File: src/rtl/sdtq_pkg.sv
// Shared constants, codes and controller/datapath interface types for the thread queue.
`timescale 1ns / 1ps
package sdtq_pkg;

  localparam int NUM_ENTRIES = 16;
  localparam int NUM_QUEUES  = 2;
  localparam int NODE_COUNT  = NUM_ENTRIES + NUM_QUEUES;

  localparam int NODE_W  = $clog2(NODE_COUNT);
  localparam int ENTRY_W = $clog2(NUM_ENTRIES);
  localparam int Q_W     = (NUM_QUEUES > 1) ? $clog2(NUM_QUEUES) : 1;
  localparam int GUARD_W = $clog2(NUM_ENTRIES + 1);

  localparam int KEY_W  = 32;
  localparam int OP_W   = 3;
  localparam int QSEL_W = 1;
  localparam int ID_W   = 8;
  localparam int ST_W   = 3;

  localparam logic [OP_W-1:0] OP_SORT_INS     = 3'd0;
  localparam logic [OP_W-1:0] OP_DELTA_INS    = 3'd1;
  localparam logic [OP_W-1:0] OP_DEQUEUE      = 3'd2;
  localparam logic [OP_W-1:0] OP_DETACH       = 3'd3;
  localparam logic [OP_W-1:0] OP_DETACH_CARRY = 3'd4;

  localparam logic [ST_W-1:0] ST_OK         = 3'd0;
  localparam logic [ST_W-1:0] ST_BAD_ID     = 3'd1;
  localparam logic [ST_W-1:0] ST_QUEUED     = 3'd2;
  localparam logic [ST_W-1:0] ST_NOT_QUEUED = 3'd3;
  localparam logic [ST_W-1:0] ST_EMPTY      = 3'd4;

  typedef struct packed {
    logic            ld_req;
    logic            rd_head;
    logic            walk_start;
    logic            walk_step;
    logic            walk_stop;
    logic            lnk1;
    logic            lnk2;
    logic            un_rd_id;
    logic            un_rd_cur;
    logic            un_s;
    logic            un_carry;
    logic            set_st;
    logic [ST_W-1:0] st_code;
    logic            out_ld;
  } cmd_t;

  typedef struct packed {
    logic [OP_W-1:0] op;
    logic            id_bad;
    logic            id_linked;
    logic            walk_go;
    logic            head_empty;
    logic            carry_ok;
  } sts_t;

endpackage

File: src/rtl/sdtq_ram.sv
// Generic single write port, single read port RAM with registered read data.
`timescale 1ns / 1ps
module sdtq_ram #(
  parameter int WIDTH = 32,
  parameter int DEPTH = 16
) (
  input  logic                                    clk_i,
  input  logic                                    we_i,
  input  logic [((DEPTH > 1) ? $clog2(DEPTH) : 1)-1:0] waddr_i,
  input  logic [WIDTH-1:0]                        wdata_i,
  input  logic [((DEPTH > 1) ? $clog2(DEPTH) : 1)-1:0] raddr_i,
  output logic [WIDTH-1:0]                        rdata_o
);

  logic [WIDTH-1:0] mem_q [DEPTH];
  logic [WIDTH-1:0] rdata_q;

  always_ff @(posedge clk_i) begin
    if (we_i) begin
      mem_q[waddr_i] <= wdata_i;
    end
    rdata_q <= mem_q[raddr_i];
  end

  assign rdata_o = rdata_q;

endmodule

File: src/rtl/sdtq_ctrl.sv
// Controller state machine sequencing insert, dequeue and detach requests.
`timescale 1ns / 1ps
module sdtq_ctrl (
  input  logic            clk_i,
  input  logic            rst_ni,
  input  logic            in_valid_i,
  output logic            in_ready_o,
  output logic            out_valid_o,
  input  logic            out_ready_i,
  input  sdtq_pkg::sts_t  sts_i,
  output sdtq_pkg::cmd_t  cmd_o
);

  localparam logic [3:0] S_IDLE  = 4'd0;
  localparam logic [3:0] S_DEC   = 4'd1;
  localparam logic [3:0] S_HEAD  = 4'd2;
  localparam logic [3:0] S_WALK  = 4'd3;
  localparam logic [3:0] S_LNK1  = 4'd4;
  localparam logic [3:0] S_LNK2  = 4'd5;
  localparam logic [3:0] S_DQ    = 4'd6;
  localparam logic [3:0] S_UNL   = 4'd7;
  localparam logic [3:0] S_CARRY = 4'd8;
  localparam logic [3:0] S_DONE  = 4'd9;

  logic [3:0] state_q, state_d;
  logic       out_valid_q, out_valid_d;

  always_comb begin
    state_d     = state_q;
    out_valid_d = out_valid_q & ~out_ready_i;
    cmd_o       = '0;
    unique case (state_q)
      S_IDLE: begin
        if (in_valid_i) begin
          cmd_o.ld_req = 1'b1;
          state_d      = S_DEC;
        end
      end
      S_DEC: begin
        unique case (sts_i.op) inside
          sdtq_pkg::OP_SORT_INS, sdtq_pkg::OP_DELTA_INS: begin
            if (sts_i.id_bad) begin
              cmd_o.set_st  = 1'b1;
              cmd_o.st_code = sdtq_pkg::ST_BAD_ID;
              state_d       = S_DONE;
            end else if (sts_i.id_linked) begin
              cmd_o.set_st  = 1'b1;
              cmd_o.st_code = sdtq_pkg::ST_QUEUED;
              state_d       = S_DONE;
            end else begin
              cmd_o.rd_head = 1'b1;
              state_d       = S_HEAD;
            end
          end
          sdtq_pkg::OP_DEQUEUE: begin
            cmd_o.rd_head = 1'b1;
            state_d       = S_DQ;
          end
          sdtq_pkg::OP_DETACH, sdtq_pkg::OP_DETACH_CARRY: begin
            if (sts_i.id_bad) begin
              cmd_o.set_st  = 1'b1;
              cmd_o.st_code = sdtq_pkg::ST_BAD_ID;
              state_d       = S_DONE;
            end else if (!sts_i.id_linked) begin
              cmd_o.set_st  = 1'b1;
              cmd_o.st_code = sdtq_pkg::ST_NOT_QUEUED;
              state_d       = S_DONE;
            end else begin
              cmd_o.un_rd_id = 1'b1;
              state_d        = S_UNL;
            end
          end
          default: begin
            state_d = S_DONE;
          end
        endcase
      end
      S_HEAD: begin
        cmd_o.walk_start = 1'b1;
        state_d          = S_WALK;
      end
      S_WALK: begin
        if (sts_i.walk_go) begin
          cmd_o.walk_step = 1'b1;
        end else begin
          cmd_o.walk_stop = 1'b1;
          state_d         = S_LNK1;
        end
      end
      S_LNK1: begin
        cmd_o.lnk1 = 1'b1;
        state_d    = S_LNK2;
      end
      S_LNK2: begin
        cmd_o.lnk2 = 1'b1;
        state_d    = S_DONE;
      end
      S_DQ: begin
        if (sts_i.head_empty) begin
          cmd_o.set_st  = 1'b1;
          cmd_o.st_code = sdtq_pkg::ST_EMPTY;
          state_d       = S_DONE;
        end else begin
          cmd_o.un_rd_cur = 1'b1;
          state_d         = S_UNL;
        end
      end
      S_UNL: begin
        cmd_o.un_s = 1'b1;
        state_d    = sts_i.carry_ok ? S_CARRY : S_DONE;
      end
      S_CARRY: begin
        cmd_o.un_carry = 1'b1;
        state_d        = S_DONE;
      end
      S_DONE: begin
        // hold the result until the output register frees up
        if (!out_valid_q || out_ready_i) begin
          cmd_o.out_ld = 1'b1;
          out_valid_d  = 1'b1;
          state_d      = S_IDLE;
        end
      end
      default: begin
        state_d = S_IDLE;
      end
    endcase
  end

  always_ff @(posedge clk_i or negedge rst_ni) begin
    if (!rst_ni) begin
      state_q     <= S_IDLE;
      out_valid_q <= 1'b0;
    end else begin
      state_q     <= state_d;
      out_valid_q <= out_valid_d;
    end
  end

  assign in_ready_o  = (state_q == S_IDLE);
  assign out_valid_o = out_valid_q;

endmodule

File: src/rtl/sdtq_dp.sv
// Datapath: link and key stores, walk registers, flags and the result register.
`timescale 1ns / 1ps
module sdtq_dp (
  input  logic                           clk_i,
  input  logic                           rst_ni,
  input  sdtq_pkg::cmd_t                 cmd_i,
  output sdtq_pkg::sts_t                 sts_o,
  input  logic                           cfg_valid_i,
  input  logic                           cfg_delta_queue_i,
  input  logic [sdtq_pkg::OP_W-1:0]      opcode_i,
  input  logic [sdtq_pkg::QSEL_W-1:0]    queue_sel_i,
  input  logic [sdtq_pkg::ID_W-1:0]      thread_id_i,
  input  logic [sdtq_pkg::KEY_W-1:0]     key_value_i,
  output logic [sdtq_pkg::ST_W-1:0]      status_o,
  output logic [sdtq_pkg::ID_W-1:0]      thread_out_o
);

  localparam int NW = sdtq_pkg::NODE_W;
  localparam int EW = sdtq_pkg::ENTRY_W;
  localparam int KW = sdtq_pkg::KEY_W;
  localparam logic [NW-1:0] ENT_LIMIT = NW'(sdtq_pkg::NUM_ENTRIES);

  // request and walk registers
  logic [sdtq_pkg::OP_W-1:0]    op_q;
  logic [sdtq_pkg::Q_W-1:0]     qidx_q;
  logic [NW-1:0]                root_q;
  logic [sdtq_pkg::ID_W-1:0]    id_q;
  logic [KW-1:0]                rem_q;
  logic [KW-1:0]                keyn_q;
  logic [NW-1:0]                cur_q;
  logic [NW-1:0]                node_q;
  logic [NW-1:0]                s_q;
  logic [sdtq_pkg::GUARD_W-1:0] guard_q;
  logic [sdtq_pkg::ST_W-1:0]    st_q;
  logic [sdtq_pkg::ST_W-1:0]    status_q;
  logic [sdtq_pkg::ID_W-1:0]    tout_q;
  logic [sdtq_pkg::ID_W-1:0]    thread_out_q;

  // control state
  logic                              dq_q;
  logic [sdtq_pkg::NUM_ENTRIES-1:0]  lnk_q;
  logic [sdtq_pkg::NODE_COUNT-1:0]   nx_vld_q;
  logic [sdtq_pkg::NODE_COUNT-1:0]   pv_vld_q;
  logic                              nx_hit_q;
  logic                              pv_hit_q;
  logic [NW-1:0]                     nx_ra_q;
  logic [NW-1:0]                     pv_ra_q;

  logic [sdtq_pkg::Q_W-1:0] qsat;
  logic [NW-1:0]            id_node;
  logic [EW-1:0]            id_ent;
  logic                     is_delta;

  logic [NW-1:0] nx_ram_rd, pv_ram_rd, nx_rd, pv_rd;
  logic [KW-1:0] key_rd;

  logic [NW-1:0] nx_ra, pv_ra, nx_wa, pv_wa, nx_wd, pv_wd;
  logic [EW-1:0] kr_ra, kr_wa;
  logic [KW-1:0] kr_wd;
  logic          nx_we, pv_we, kr_we;

  assign qsat = (32'(queue_sel_i) >= sdtq_pkg::NUM_QUEUES) ?
                sdtq_pkg::Q_W'(sdtq_pkg::NUM_QUEUES - 1) : sdtq_pkg::Q_W'(queue_sel_i);
  assign id_ent   = id_q[EW-1:0];
  assign id_node  = NW'(id_ent);
  assign is_delta = (op_q == sdtq_pkg::OP_DELTA_INS);

  // link entries never written read back as pointing to themselves
  assign nx_rd = nx_hit_q ? nx_ram_rd : nx_ra_q;
  assign pv_rd = pv_hit_q ? pv_ram_rd : pv_ra_q;

  always_comb begin
    nx_ra = cur_q;
    pv_ra = cur_q;
    kr_ra = cur_q[EW-1:0];
    if (cmd_i.rd_head) begin
      nx_ra = root_q;
    end
    if (cmd_i.walk_start || cmd_i.walk_step || cmd_i.un_rd_cur) begin
      nx_ra = nx_rd;
      pv_ra = nx_rd;
      kr_ra = nx_rd[EW-1:0];
    end
    if (cmd_i.un_rd_id) begin
      nx_ra = id_node;
      pv_ra = id_node;
      kr_ra = id_ent;
    end
    if (cmd_i.un_s) begin
      kr_ra = nx_rd[EW-1:0];
    end
  end

  always_comb begin
    kr_we = 1'b0;
    kr_wa = cur_q[EW-1:0];
    kr_wd = key_rd - rem_q;
    if (cmd_i.walk_stop && is_delta && (cur_q != root_q)) begin
      kr_we = 1'b1;
    end
    if (cmd_i.lnk1) begin
      kr_we = 1'b1;
      kr_wa = id_ent;
      kr_wd = rem_q;
    end
    if (cmd_i.un_carry) begin
      kr_we = 1'b1;
      kr_wa = s_q[EW-1:0];
      kr_wd = key_rd + keyn_q;
    end
  end

  always_comb begin
    nx_we = cmd_i.lnk1 | cmd_i.lnk2 | cmd_i.un_s;
    pv_we = nx_we;
    nx_wa = pv_rd;
    nx_wd = id_node;
    pv_wa = id_node;
    pv_wd = pv_rd;
    if (cmd_i.lnk2) begin
      nx_wa = id_node;
      nx_wd = cur_q;
      pv_wa = cur_q;
      pv_wd = id_node;
    end
    if (cmd_i.un_s) begin
      nx_wa = pv_rd;
      nx_wd = nx_rd;
      pv_wa = nx_rd;
      pv_wd = pv_rd;
    end
  end

  sdtq_ram #(.WIDTH(NW), .DEPTH(sdtq_pkg::NODE_COUNT)) u_next_ram (
    .clk_i   (clk_i),
    .we_i    (nx_we),
    .waddr_i (nx_wa),
    .wdata_i (nx_wd),
    .raddr_i (nx_ra),
    .rdata_o (nx_ram_rd)
  );

  sdtq_ram #(.WIDTH(NW), .DEPTH(sdtq_pkg::NODE_COUNT)) u_prev_ram (
    .clk_i   (clk_i),
    .we_i    (pv_we),
    .waddr_i (pv_wa),
    .wdata_i (pv_wd),
    .raddr_i (pv_ra),
    .rdata_o (pv_ram_rd)
  );

  sdtq_ram #(.WIDTH(KW), .DEPTH(sdtq_pkg::NUM_ENTRIES)) u_key_ram (
    .clk_i   (clk_i),
    .we_i    (kr_we),
    .waddr_i (kr_wa),
    .wdata_i (kr_wd),
    .raddr_i (kr_ra),
    .rdata_o (key_rd)
  );

  always_comb begin
    sts_o            = '0;
    sts_o.op         = op_q;
    sts_o.id_bad     = (32'(id_q) >= sdtq_pkg::NUM_ENTRIES);
    sts_o.id_linked  = lnk_q[id_ent];
    sts_o.walk_go    = (cur_q != root_q) &&
                       (guard_q < sdtq_pkg::GUARD_W'(sdtq_pkg::NUM_ENTRIES)) &&
                       (key_rd <= rem_q);
    sts_o.head_empty = (nx_rd == root_q) || (nx_rd >= ENT_LIMIT);
    sts_o.carry_ok   = (nx_rd < ENT_LIMIT) &&
                       (((op_q == sdtq_pkg::OP_DEQUEUE) && (32'(qidx_q) == 32'(dq_q))) ||
                        (op_q == sdtq_pkg::OP_DETACH_CARRY));
  end

  always_ff @(posedge clk_i or negedge rst_ni) begin
    if (!rst_ni) begin
      dq_q     <= 1'b1;
      lnk_q    <= '0;
      nx_vld_q <= '0;
      pv_vld_q <= '0;
      nx_hit_q <= 1'b0;
      pv_hit_q <= 1'b0;
    end else begin
      if (cfg_valid_i) begin
        dq_q <= cfg_delta_queue_i;
      end
      if (nx_we) begin
        nx_vld_q[nx_wa] <= 1'b1;
      end
      if (pv_we) begin
        pv_vld_q[pv_wa] <= 1'b1;
      end
      nx_hit_q <= nx_vld_q[nx_ra];
      pv_hit_q <= pv_vld_q[pv_ra];
      if (cmd_i.lnk2) begin
        lnk_q[id_ent] <= 1'b1;
      end
      if (cmd_i.un_s) begin
        lnk_q[node_q[EW-1:0]] <= 1'b0;
      end
    end
  end

  always_ff @(posedge clk_i) begin
    nx_ra_q <= nx_ra;
    pv_ra_q <= pv_ra;
    if (cmd_i.ld_req) begin
      op_q   <= opcode_i;
      qidx_q <= qsat;
      root_q <= ENT_LIMIT + NW'(qsat);
      id_q   <= thread_id_i;
      rem_q  <= key_value_i;
      st_q   <= sdtq_pkg::ST_OK;
      tout_q <= '0;
    end
    if (cmd_i.set_st) begin
      st_q <= cmd_i.st_code;
    end
    if (cmd_i.walk_start) begin
      cur_q   <= nx_rd;
      guard_q <= '0;
    end
    if (cmd_i.walk_step) begin
      cur_q   <= nx_rd;
      guard_q <= guard_q + 1'b1;
      if (is_delta) begin
        rem_q <= rem_q - key_rd;
      end
    end
    if (cmd_i.un_rd_id) begin
      node_q <= id_node;
    end
    if (cmd_i.un_rd_cur) begin
      node_q <= nx_rd;
      tout_q <= sdtq_pkg::ID_W'(nx_rd);
    end
    if (cmd_i.un_s) begin
      s_q    <= nx_rd;
      keyn_q <= key_rd;
    end
    if (cmd_i.out_ld) begin
      status_q     <= st_q;
      thread_out_q <= tout_q;
    end
  end

  assign status_o     = status_q;
  assign thread_out_o = thread_out_q;

endmodule

File: src/rtl/sorted_and_delta_thread_queue.sv
// Thread queue top level: sorted and delta ordered linked queues over one entry table.
// A bad, queued or unqueued id or an unused opcode is answered straight from decode; an
// insert walks the queue one link per cycle and passes at most NUM_ENTRIES entries.
// One request at a time; the next is accepted only after the result is registered.
// Reset returns all queues empty, all entries unqueued and the delta queue to queue 1.
`timescale 1ns / 1ps
module sorted_and_delta_thread_queue (
  input  logic                         clk_i,
  input  logic                         rst_ni,
  input  logic                         in_valid_i,
  output logic                         in_ready_o,
  input  logic [sdtq_pkg::OP_W-1:0]    opcode_i,
  input  logic [sdtq_pkg::QSEL_W-1:0]  queue_sel_i,
  input  logic [sdtq_pkg::ID_W-1:0]    thread_id_i,
  input  logic [sdtq_pkg::KEY_W-1:0]   key_value_i,
  output logic                         out_valid_o,
  input  logic                         out_ready_i,
  output logic [sdtq_pkg::ST_W-1:0]    status_o,
  output logic [sdtq_pkg::ID_W-1:0]    thread_out_o,
  input  logic                         cfg_valid_i,
  output logic                         cfg_ready_o,
  input  logic                         cfg_delta_queue_i
);

  sdtq_pkg::cmd_t cmd;
  sdtq_pkg::sts_t sts;

  assign cfg_ready_o = 1'b1;

  sdtq_ctrl u_ctrl (
    .clk_i       (clk_i),
    .rst_ni      (rst_ni),
    .in_valid_i  (in_valid_i),
    .in_ready_o  (in_ready_o),
    .out_valid_o (out_valid_o),
    .out_ready_i (out_ready_i),
    .sts_i       (sts),
    .cmd_o       (cmd)
  );

  sdtq_dp u_dp (
    .clk_i             (clk_i),
    .rst_ni            (rst_ni),
    .cmd_i             (cmd),
    .sts_o             (sts),
    .cfg_valid_i       (cfg_valid_i),
    .cfg_delta_queue_i (cfg_delta_queue_i),
    .opcode_i          (opcode_i),
    .queue_sel_i       (queue_sel_i),
    .thread_id_i       (thread_id_i),
    .key_value_i       (key_value_i),
    .status_o          (status_o),
    .thread_out_o      (thread_out_o)
  );

endmodule
File: config.mk
export PLATFORM = sky130hd
export DESIGN_NAME = sorted_and_delta_thread_queue
export DESIGN_NICKNAME = d
export VERILOG_FILES = /design/src/rtl/sdtq_pkg.sv /design/src/rtl/sdtq_ram.sv /design/src/rtl/sdtq_ctrl.sv /design/src/rtl/sdtq_dp.sv /design/src/rtl/sorted_and_delta_thread_queue.sv
export SDC_FILE = /design/constraint.sdc
export NUM_CORES = 1
export LEC_CHECK = 0
export BUFFER_PORTS_ARGS = -buffer_cell sky130_fd_sc_hd__buf_4
export CORE_MARGIN = 1.5
export CORE_UTILIZATION = 40
export CTS_BUF_LIST = sky130_fd_sc_hd__clkbuf_4 sky130_fd_sc_hd__clkbuf_8 sky130_fd_sc_hd__clkbuf_16
export DETAILED_ROUTE_END_ITERATION = 8
export PLACE_DENSITY = 0.68
export RECOVER_POWER = 50
export REMOVE_ABC_BUFFERS = 1
export SLEW_MARGIN = 30
export SYNTH_ARGS = -nofsm -noshare
export SYNTH_HDL_FRONTEND = slang
export SYNTH_SLANG_ARGS = --single-unit
File: constraint.sdc
create_clock -name clk_i -period 4.37 [get_ports clk_i]
set_clock_uncertainty 0.2 [all_clocks]
set_input_delay 0.874 -clock clk_i [delete_from_list [all_inputs] [get_ports clk_i]]
set_output_delay 0.874 -clock clk_i [all_outputs]
set_load 0.05 [all_outputs]
==> flow_summary.rst, run 1 <==
.. list-table::
   :header-rows: 1

   * - Metric
     - Value
   * - Time the worst path needs with I/O delays and setup
     - 4440 ps
   * - Full die area
     - 0.106 mm^2
   * - Sequential Area
     - 0.0263 mm^2
   * - Number of antenna violations at the first check in global routing
     - 2
   * - Clock insertion delay at the later pin of the skew report
     - 680 ps
   * - Number of global-route vias before repair
     - 27612
   * - Max-cap violations
     - 1
   * - Initial standard-cell utilization of the core
     - between 40% and 50%
   * - Clock tree from TritonCTS
     - done
   * - Data arrival at the endpoint of the critical path
     - 4750 ps
   * - Crit path to
     - u_dp.u_key_ram.rdata_o[17]
   * - Final hold violation count
     - 0
   * - CTS Root Cell
     - sky130_fd_sc_hd__clkbuf_16
   * - Ports placed on the boundary
     - 64
   * - IR drop worst, VDD
     - 0.426 mV
   * - Dpl cell area
     - 0.0465 mm^2
   * - Vias after detailed routing
     - 28946
   * - Yosys reg bits
     - 914
   * - Syn Std Cell Area
     - 0.0415 mm^2
   * - Post-layout power
     - 39.9 mW
   * - Number of buffers on the longest clock path
     - 3
   * - Critical register-to-register path endpoint
     - u_dp.u_key_ram.rdata_o[17]
   * - Origin of the worst setup path
     - u_dp.u_key_ram.rdata_o[26]
   * - EDFF count, synth
     - 770
   * - Residual DRC
     - 0
   * - Length of the first detailed-routing pass in iterations
     - 5
   * - Die outline height
     - ~330 um
   * - Post-synthesis cell type with the largest combined area
     - sky130_fd_sc_hd__edfxtp_1
   * - Ys async rst share
     - 6.56%
   * - Share of the clock period used by the worst path after layout
     - 102%
   * - Endpoint type of the worst setup path
     - flip-flop
   * - Warning count from the yosys run
     - 0
   * - Power per Cell Area
     - about 770 mW/mm^2
   * - Part of the Yosys area used for sequential elements
     - 63.4%
   * - Leak pwr
     - roughly 20 nW
   * - Sinks on the clock net
     - 914
   * - Number of rows in the core area
     - 118
   * - Number of vias per cell
     - 5.59
   * - Clock slew at the register clock pins of the worst setup and hold paths
     - 60 ps
   * - Proportion of layout cells with a drive suffix above 1
     - 21.6%
   * - Minimum setup slack after placement
     - -421 ps
   * - RSZ-0062 raised after global routing
     - yes
   * - Multi-input combinational cell area
     - 0.0148 mm^2
   * - Filler Cell Count
     - 8781
   * - Outcome
     - finished with violations
   * - Number of cells traversed by the worst register-to-register path
     - 18
   * - Critical register-to-register path startpoint
     - u_dp.u_key_ram.rdata_o[26]
   * - Maximum clock rate
     - 225 MHz
   * - Count of nets after finishing
     - 3863
   * - Detailed placer's ending HPWL
     - 75.8 mm
   * - Core ar.
     - 0.103 mm^2
   * - Number of distinct library cell variants in the gate-level netlist after synthesis
     - 80
   * - Most used standard cells in the synthesized netlist
     - sky130_fd_sc_hd__edfxtp_1 (770), sky130_fd_sc_hd__nand2_1 (349), sky130_fd_sc_hd__mux2i_1 (277), sky130_fd_sc_hd__nor2_1 (226), sky130_fd_sc_hd__a21oi_1 (211)
   * - Post-Syn Area per Cell
     - 12.6 um^2
   * - First-pass GRT wire length
     - 170 mm
   * - Antenna violation net count after detailed routing
     - 0
   * - Largest driver fanout on the critical path
     - 7
   * - Final Cell Area
     - 0.0516 mm^2
   * - Startpoint type of the worst setup path
     - flip-flop
   * - Initial DRC count
     - ~2800
   * - Largest net degree at the start of global routing
     - 61
   * - Average detailed-routed wire length per instance
     - about 22 um
   * - Relative area change from synthesis to final layout
     - 24.4%
   * - Req. time, crit path
     - around 4700 ps
   * - Setup slack of the critical path after layout
     - -70.2 ps
   * - Worst rel slew slack
     - -13.2%
   * - Minimum setup slack among reg-to-reg paths
     - -70 ps
   * - Category of the critical setup timing path
     - reg2reg
   * - Class of the tightest hold or removal check
     - in2reg
   * - Most frequent cell after synthesis
     - sky130_fd_sc_hd__edfxtp_1
   * - PortBufs
     - slightly below 60
   * - Global Route Usage Sum
     - 21.0%
   * - Setup tns final
     - -448 ps
   * - Sum of routed wire length over all layers
     - approximately 120 mm
   * - Failing checks
     - capacitance limit, slew limit, setup timing
   * - Share of the synthesized area in the top cell type
     - ~56%
   * - CTS H-Tree Depth
     - 3
   * - Dominant synthesized flop cell
     - sky130_fd_sc_hd__edfxtp_1
   * - Least-Margin Pin Slew
     - around 1700 ps
   * - Global placer's final weighted congestion
     - 0.931
   * - Inserted Clock Buffers
     - 94
   * - Number of setup violations in the final report
     - 17
   * - GRT Residual Overflow
     - 0
   * - Pins Over Slew Limit
     - 61
   * - Width of the die
     - 325 um
   * - Main area contributors after synthesis
     - sky130_fd_sc_hd__edfxtp_1 (56%), sky130_fd_sc_hd__mux2i_1 (6.7%), sky130_fd_sc_hd__dfxtp_1 (4.0%), sky130_fd_sc_hd__dfrtp_1 (3.6%), sky130_fd_sc_hd__nand2_1 (3.2%)
   * - Number of cells produced by synthesis
     - approximately 3300
## layout make-up
type / instances / area share [%]
antenna: 1 / 0.00485
clock buffer: 126 / 5.14
clock inverter: 48 / 1.09
inverter: 105 / 0.766
multi-input combinational: 2110 / 28.6
sequential: 914 / 51.0
tap: 1380 / 3.34
timing repair buffer: 490 / 10.1
## layout by cell type, fill, tap and decap left out, types with 60 or more instances in the layout
cell and n:
sky130_fd_sc_hd__edfxtp_1 770, sky130_fd_sc_hd__nand2_1 347, sky130_fd_sc_hd__buf_4 321, sky130_fd_sc_hd__mux2i_1 273, sky130_fd_sc_hd__nor2_1 204, sky130_fd_sc_hd__a21oi_1 196
sky130_fd_sc_hd__clkbuf_16 111, sky130_fd_sc_hd__inv_1 97, sky130_fd_sc_hd__a31oi_1 97, sky130_fd_sc_hd__ha_1 84, sky130_fd_sc_hd__nor2b_1 80, sky130_fd_sc_hd__dfxtp_1 75
sky130_fd_sc_hd__buf_12 69, sky130_fd_sc_hd__o21ai_0 64, sky130_fd_sc_hd__a21o_1 61, sky130_fd_sc_hd__a211oi_1 60
## timing repair
action,CTS,global route
endpoints found under the setup margin,162,622
pin swaps,29,45
gates cloned,11,18
setup buffers,36,32
gates resized for setup,64,103
hold buffers,0,0
## per-stage QoR
| stage | instances | hold WS [ps] | utilization [%] |
|---|---|---|---|
| floorplan | 3127 | 200 | - |
| CTS | 5123 | 130 | 49.0 |
| global placement | 4903 | 203 | 45.1 |
| global route | 5173 | 181 | 50.0 |
| finish | 5174 | 199 | 50.0 |
| detailed placement | 4903 | 205 | 45.1 |
## flip-flops by register name (all words and copies together) (netlist names), 8 cells and up
name,flops
u_dp.u_key_ram.rdata_o,32
u_dp.keyn_q,32
u_dp.pv_vld_q,18
u_dp.nx_vld_q,18
u_dp.rem_q,32
u_dp.u_next_ram.mem_q,90
u_dp.id_q,8
u_dp.u_prev_ram.mem_q,90
u_dp.lnk_q,16
u_dp.u_key_ram.mem_q,512
## power by group
group          internal (mW)  switching, mW  leakage, nW  total [mW]
Sequential              13.7          0.624         8.45        14.3
Combinational           6.65           10.7         9.82        17.3
Clock                   4.88           3.39         1.60        8.27
Total                   25.2           14.7         19.9        39.9
## cell families after synthesis
logic type	count (synthesis)	synth area share (%)
other	2	0.0181
buffers and inverters	278	2.93
AO/OA/AOI/OAI	735	11.8
AND/OR/NAND/NOR	891	9.80
flip-flops	914	63.4
multiplexers	294	7.28
adder cells (fa/ha/maj)	98	3.01
XOR/XNOR	85	1.79
## worst max-delay path: stages, from the launching register on
cell,delay [ps]
sky130_fd_sc_hd__dfxtp_1,370
sky130_fd_sc_hd__inv_1,70
sky130_fd_sc_hd__ha_1,320
sky130_fd_sc_hd__nand4_1,280
sky130_fd_sc_hd__nor4_4,380
sky130_fd_sc_hd__buf_4,220
sky130_fd_sc_hd__nand3_2,110
sky130_fd_sc_hd__o221ai_4,190
sky130_fd_sc_hd__buf_6,140
sky130_fd_sc_hd__nor2_4,30
sky130_fd_sc_hd__or3_4,360
sky130_fd_sc_hd__a31oi_4,170
sky130_fd_sc_hd__buf_12,190
sky130_fd_sc_hd__buf_16,150
sky130_fd_sc_hd__buf_8,120
sky130_fd_sc_hd__mux2i_1,230
sky130_fd_sc_hd__mux2i_2,100
sky130_fd_sc_hd__a22o_1,240
sky130_fd_sc_hd__a221o_2,380
## per-layer routing
layer  vias to the layer above  routed length (um)  GRT usage (%)  part of all wire, %
met3                       227                8370           2.93                  7.2
met4                         0                3210           5.87                  2.8
met2                      1190               54600           34.2                   47
met5                         -                   0              0                    0
li1                      13145                   -              -                    -
met1                     14384               50100           29.4                   43
## worst min-delay path by stage
| stage | end | slack, ps | from | cells past startpoint |
|---|---|---|---|---|
| floorplan | u_dp.status_o[0] | 200 | u_dp.st_q[0] | 0 |
| global placement | u_dp.thread_out_o[0] | 200 | u_dp.tout_q[0] | 0 |
| detailed placement | u_dp.status_o[0] | 210 | u_dp.st_q[0] | 0 |
| CTS | u_dp.nx_vld_q[3] | 130 | rst_ni | 1 |
| global route | u_dp.id_q[3] | 180 | thread_id_i[3] | 1 |
| finish | u_dp.id_q[3] | 200 | thread_id_i[3] | 1 |
(Power assumes the default switching activity.)
==> run 2, diff against run 1 <==
--- a/config.mk
+++ b/config.mk
@@ -10,7 +10,7 @@
 export CORE_UTILIZATION = 40
 export CTS_BUF_LIST = sky130_fd_sc_hd__clkbuf_4 sky130_fd_sc_hd__clkbuf_8 sky130_fd_sc_hd__clkbuf_16
 export DETAILED_ROUTE_END_ITERATION = 8
-export PLACE_DENSITY = 0.68
+export PLACE_DENSITY_LB_ADDON = 0.2
 export RECOVER_POWER = 50
 export REMOVE_ABC_BUFFERS = 1
 export SLEW_MARGIN = 30
==> run 2 against run 1 <==
The flow finishes with violations (capacitance limit, slew limit). Non-clock buffer count down 101. Cell area fell by 2.6%. First-iteration DRC count decreased by 8.5%. Combinational power is 3% lower. Worst setup slack improved by 170 ps. Hold slack worse by 23 ps. Clock power is 12% higher. Global-route usage rose by 0.90 points. Critical path depth unchanged. Die area stayed put. Core utilization shrank 1.3 points. Critical path type unchanged. Largest power group unchanged.
==> flow_summary.rst, run 2 (synthesis gave the netlist of run 1 again) <==
.. list-table::
   :header-rows: 1

   * - Metric
     - Value
   * - Number of antenna violations at the first check in global routing
     - 3 (+1)
   * - Outcome
     - finished with violations
   * - Detailed placer's ending HPWL
     - 75.9 mm (+0.23%)
   * - Endpoint type of the worst setup path
     - flip-flop
   * - First-pass GRT wire length
     - 174 mm (+2.4%)
   * - Die outline height
     - 325 um (unchanged)
   * - Category of the critical setup timing path
     - reg2reg
   * - Width of the die
     - 325 um (unchanged)
   * - PortBufs
     - 59 (unchanged)
   * - Number of global-route vias before repair
     - 26932 (-2.5%)
   * - Number of rows in the core area
     - 118 (unchanged)
   * - Clock insertion delay at the later pin of the skew report
     - 700 ps (+20 ps)
   * - Data arrival at the endpoint of the critical path
     - 4650 ps (-100 ps)
   * - Clock tree from TritonCTS
     - done
   * - Full die area
     - 0.106 mm^2 (unchanged)
   * - Post-layout power
     - 40.3 mW (+0.89%)
   * - Number of setup violations in the final report
     - 0 (-17)
   * - Global Route Usage Sum
     - 21.9% (+0.90 points)
   * - Core ar.
     - 0.103 mm^2 (unchanged)
   * - Inserted Diodes
     - 0 (-1)
   * - Worst rel slew slack
     - -119% (-110 points)
   * - IR drop worst, VDD
     - 0.405 mV (-4.9%)
   * - Max FFs per register
     - 512 (unchanged)
   * - Initial DRC count
     - 2575 (-8.5%)
   * - Inserted Clock Buffers
     - 100 (+6.4%)
   * - Length of the first detailed-routing pass in iterations
     - 6 (+1)
   * - Hold buffer count at cts
     - 0 (unchanged)
   * - Number of vias per cell
     - 5.47 (-2.3%)
   * - Least-Margin Pin Slew
     - 3280 ps (+1580 ps)
   * - Req. time, crit path
     - 4740 ps (+60 ps)
   * - Initial standard-cell utilization of the core
     - 40.2% (unchanged)
   * - Largest driver fanout on the critical path
     - 5 (-2)
   * - Ports placed on the boundary
     - 64 (unchanged)
   * - Average detailed-routed wire length per instance
     - 23.1 um (+2.8%)
   * - Antenna violation net count after detailed routing
     - 0 (unchanged)
   * - Setup tns final
     - 0 ps (+448 ps)
   * - Failing checks
     - capacitance limit, slew limit
   * - Time the worst path needs with I/O delays and setup
     - 4270 ps (-166 ps)
   * - CTS H-Tree Depth
     - 3 (unchanged)
   * - Max-cap violations
     - 2 (+1)
   * - Startpoint type of the worst setup path
     - flip-flop
   * - Global placer's final weighted congestion
     - 0.907 (-2.6%)
   * - Leak pwr
     - 19.2 nW (-3.4%)
   * - Relative area change from synthesis to final layout
     - 21.1%
   * - Residual DRC
     - 0 (unchanged)
   * - Proportion of layout cells with a drive suffix above 1
     - 18.0% (-3.5 points)
   * - Maximum clock rate
     - 234 MHz (+3.9%)
   * - Count of nets after finishing
     - 3767 (-2.5%)
   * - Register containing the most flip-flops in the final layout
     - u_dp.u_key_ram.mem_q
   * - Sinks on the clock net
     - 914 (unchanged)
   * - Most common cell after layout, fill and taps aside
     - sky130_fd_sc_hd__edfxtp_1
   * - Post-Route Hold Slack
     - 177 ps (-22.6 ps)
   * - Highest-count cells in the layout ignoring fill and taps
     - sky130_fd_sc_hd__edfxtp_1 (770), sky130_fd_sc_hd__nand2_1 (347), sky130_fd_sc_hd__mux2i_1 (273)
   * - Number of buffers on the longest clock path
     - 3 (unchanged)
   * - Power per Cell Area
     - 801 mW/mm^2 (+3.6%)
   * - Vias after detailed routing
     - 27804 (-3.9%)
   * - Clock slew at the register clock pins of the worst setup and hold paths
     - 60 ps (about the same)
   * - CTS Root Cell
     - sky130_fd_sc_hd__clkbuf_16
   * - Largest net degree at the start of global routing
     - 61 (unchanged)
   * - Pins Over Slew Limit
     - 61 (unchanged)
   * - Final hold violation count
     - 0 (unchanged)
   * - Filler Cell Count
     - 9011 (+2.6%)
   * - Share of the clock period used by the worst path after layout
     - 97.8% (-3.8 points)
   * - Sum of routed wire length over all layers
     - 118 mm (+1.1%)
   * - Class of the tightest hold or removal check
     - in2reg
   * - GRT Residual Overflow
     - 0 (unchanged)
   * - Registers with the most flip-flops
     - u_dp.u_key_ram.mem_q (512), u_dp.u_next_ram.mem_q (90), u_dp.u_prev_ram.mem_q (90)
==> run 2: layout make-up <==
type / instances / area, um^2 / share of cell area (%)
Timing Repair Buffer: 389 / 3710 / 7.38
Sequential cell: 914 / 26300 / 52.3
Multi-Input combinational cell: 2109 / 14500 / 28.8
Inverter: 105 / 395 / 0.786
Clock buffer: 129 / 2820 / 5.61
Tap cell: 1380 / 1730 / 3.43
Clock inverter: 60 / 851 / 1.69
==> run 2: path summary, 6_finish.rpt <==
check,slack [ps],cells after the start,end,start
worst max-delay path,100,18,u_dp.u_key_ram.rdata_o[4],u_dp.u_key_ram.rdata_o[15]
worst min-delay path,180,1,u_dp.id_q[5],thread_id_i[5]
worst min register to register,220,0,u_dp.status_o[2],u_dp.st_q[2]
min in group asynchronous,1240,1,u_dp.pv_vld_q[4],rst_ni
max in group asynchronous,850,1,u_ctrl.out_valid_o,rst_ni
worst max register to register,100,18,u_dp.u_key_ram.rdata_o[4],u_dp.u_key_ram.rdata_o[15]
==> run 2: power breakdown <==
part           switching (mW)  leakage [nW]  internal, mW  total (mW)
sequential              0.579          8.45          13.8        14.3
combinational            10.5          8.92          6.22        16.7
clock                    3.60          1.82          5.66        9.26
==> run 2: timing repair <==
action                                  4_1_cts  5_1_grt
pin swaps                                    10       23
cloned                                        6        2
endpoints found under the setup margin       85      238
resized for setup                            24       48
setup buffers                                 4       18
==> run 2: stage by stage <==
step | cells | util [%] | setup slack (ps) | area, um^2
floorplan | 3127 | - | -8170 | 40700
global placement | 4868 | 44.7 | -417 | 46100
detailed placement | 4868 | 44.7 | -401 | 46200
CTS | 5067 | 48.6 | 14.4 | 50100
global route | 5086 | 48.7 | -53.6 | 50300
finish | 5086 | 48.7 | 95.6 | 50300
==> run 2: routing by layer <==
| metal | routed length (um) | track usage [%] |
|---|---|---|
| met1 | 54000 | 31.2 |
| met2 | 55000 | 34.9 |
| met3 | 5740 | 2.97 |
| met4 | 2830 | 6.34 |
| met5 | 0 | 0 |
==> run 2: worst max-delay path, stage by stage (launching register included) <==
cell and delay (ps):
sky130_fd_sc_hd__dfxtp_4 360, sky130_fd_sc_hd__inv_1 100, sky130_fd_sc_hd__ha_4 210, sky130_fd_sc_hd__a211o_1 290, sky130_fd_sc_hd__or3_1 370, sky130_fd_sc_hd__o221ai_2 220, sky130_fd_sc_hd__buf_4 180, sky130_fd_sc_hd__o221ai_4 130
sky130_fd_sc_hd__buf_6 150, sky130_fd_sc_hd__o21bai_4 190, sky130_fd_sc_hd__a22oi_2 120, sky130_fd_sc_hd__a31oi_4 200, sky130_fd_sc_hd__buf_12 170, sky130_fd_sc_hd__bufbuf_16 280, sky130_fd_sc_hd__buf_4 120, sky130_fd_sc_hd__mux2i_1 220
sky130_fd_sc_hd__mux2i_2 160, sky130_fd_sc_hd__a22o_1 230, sky130_fd_sc_hd__a221o_1 250
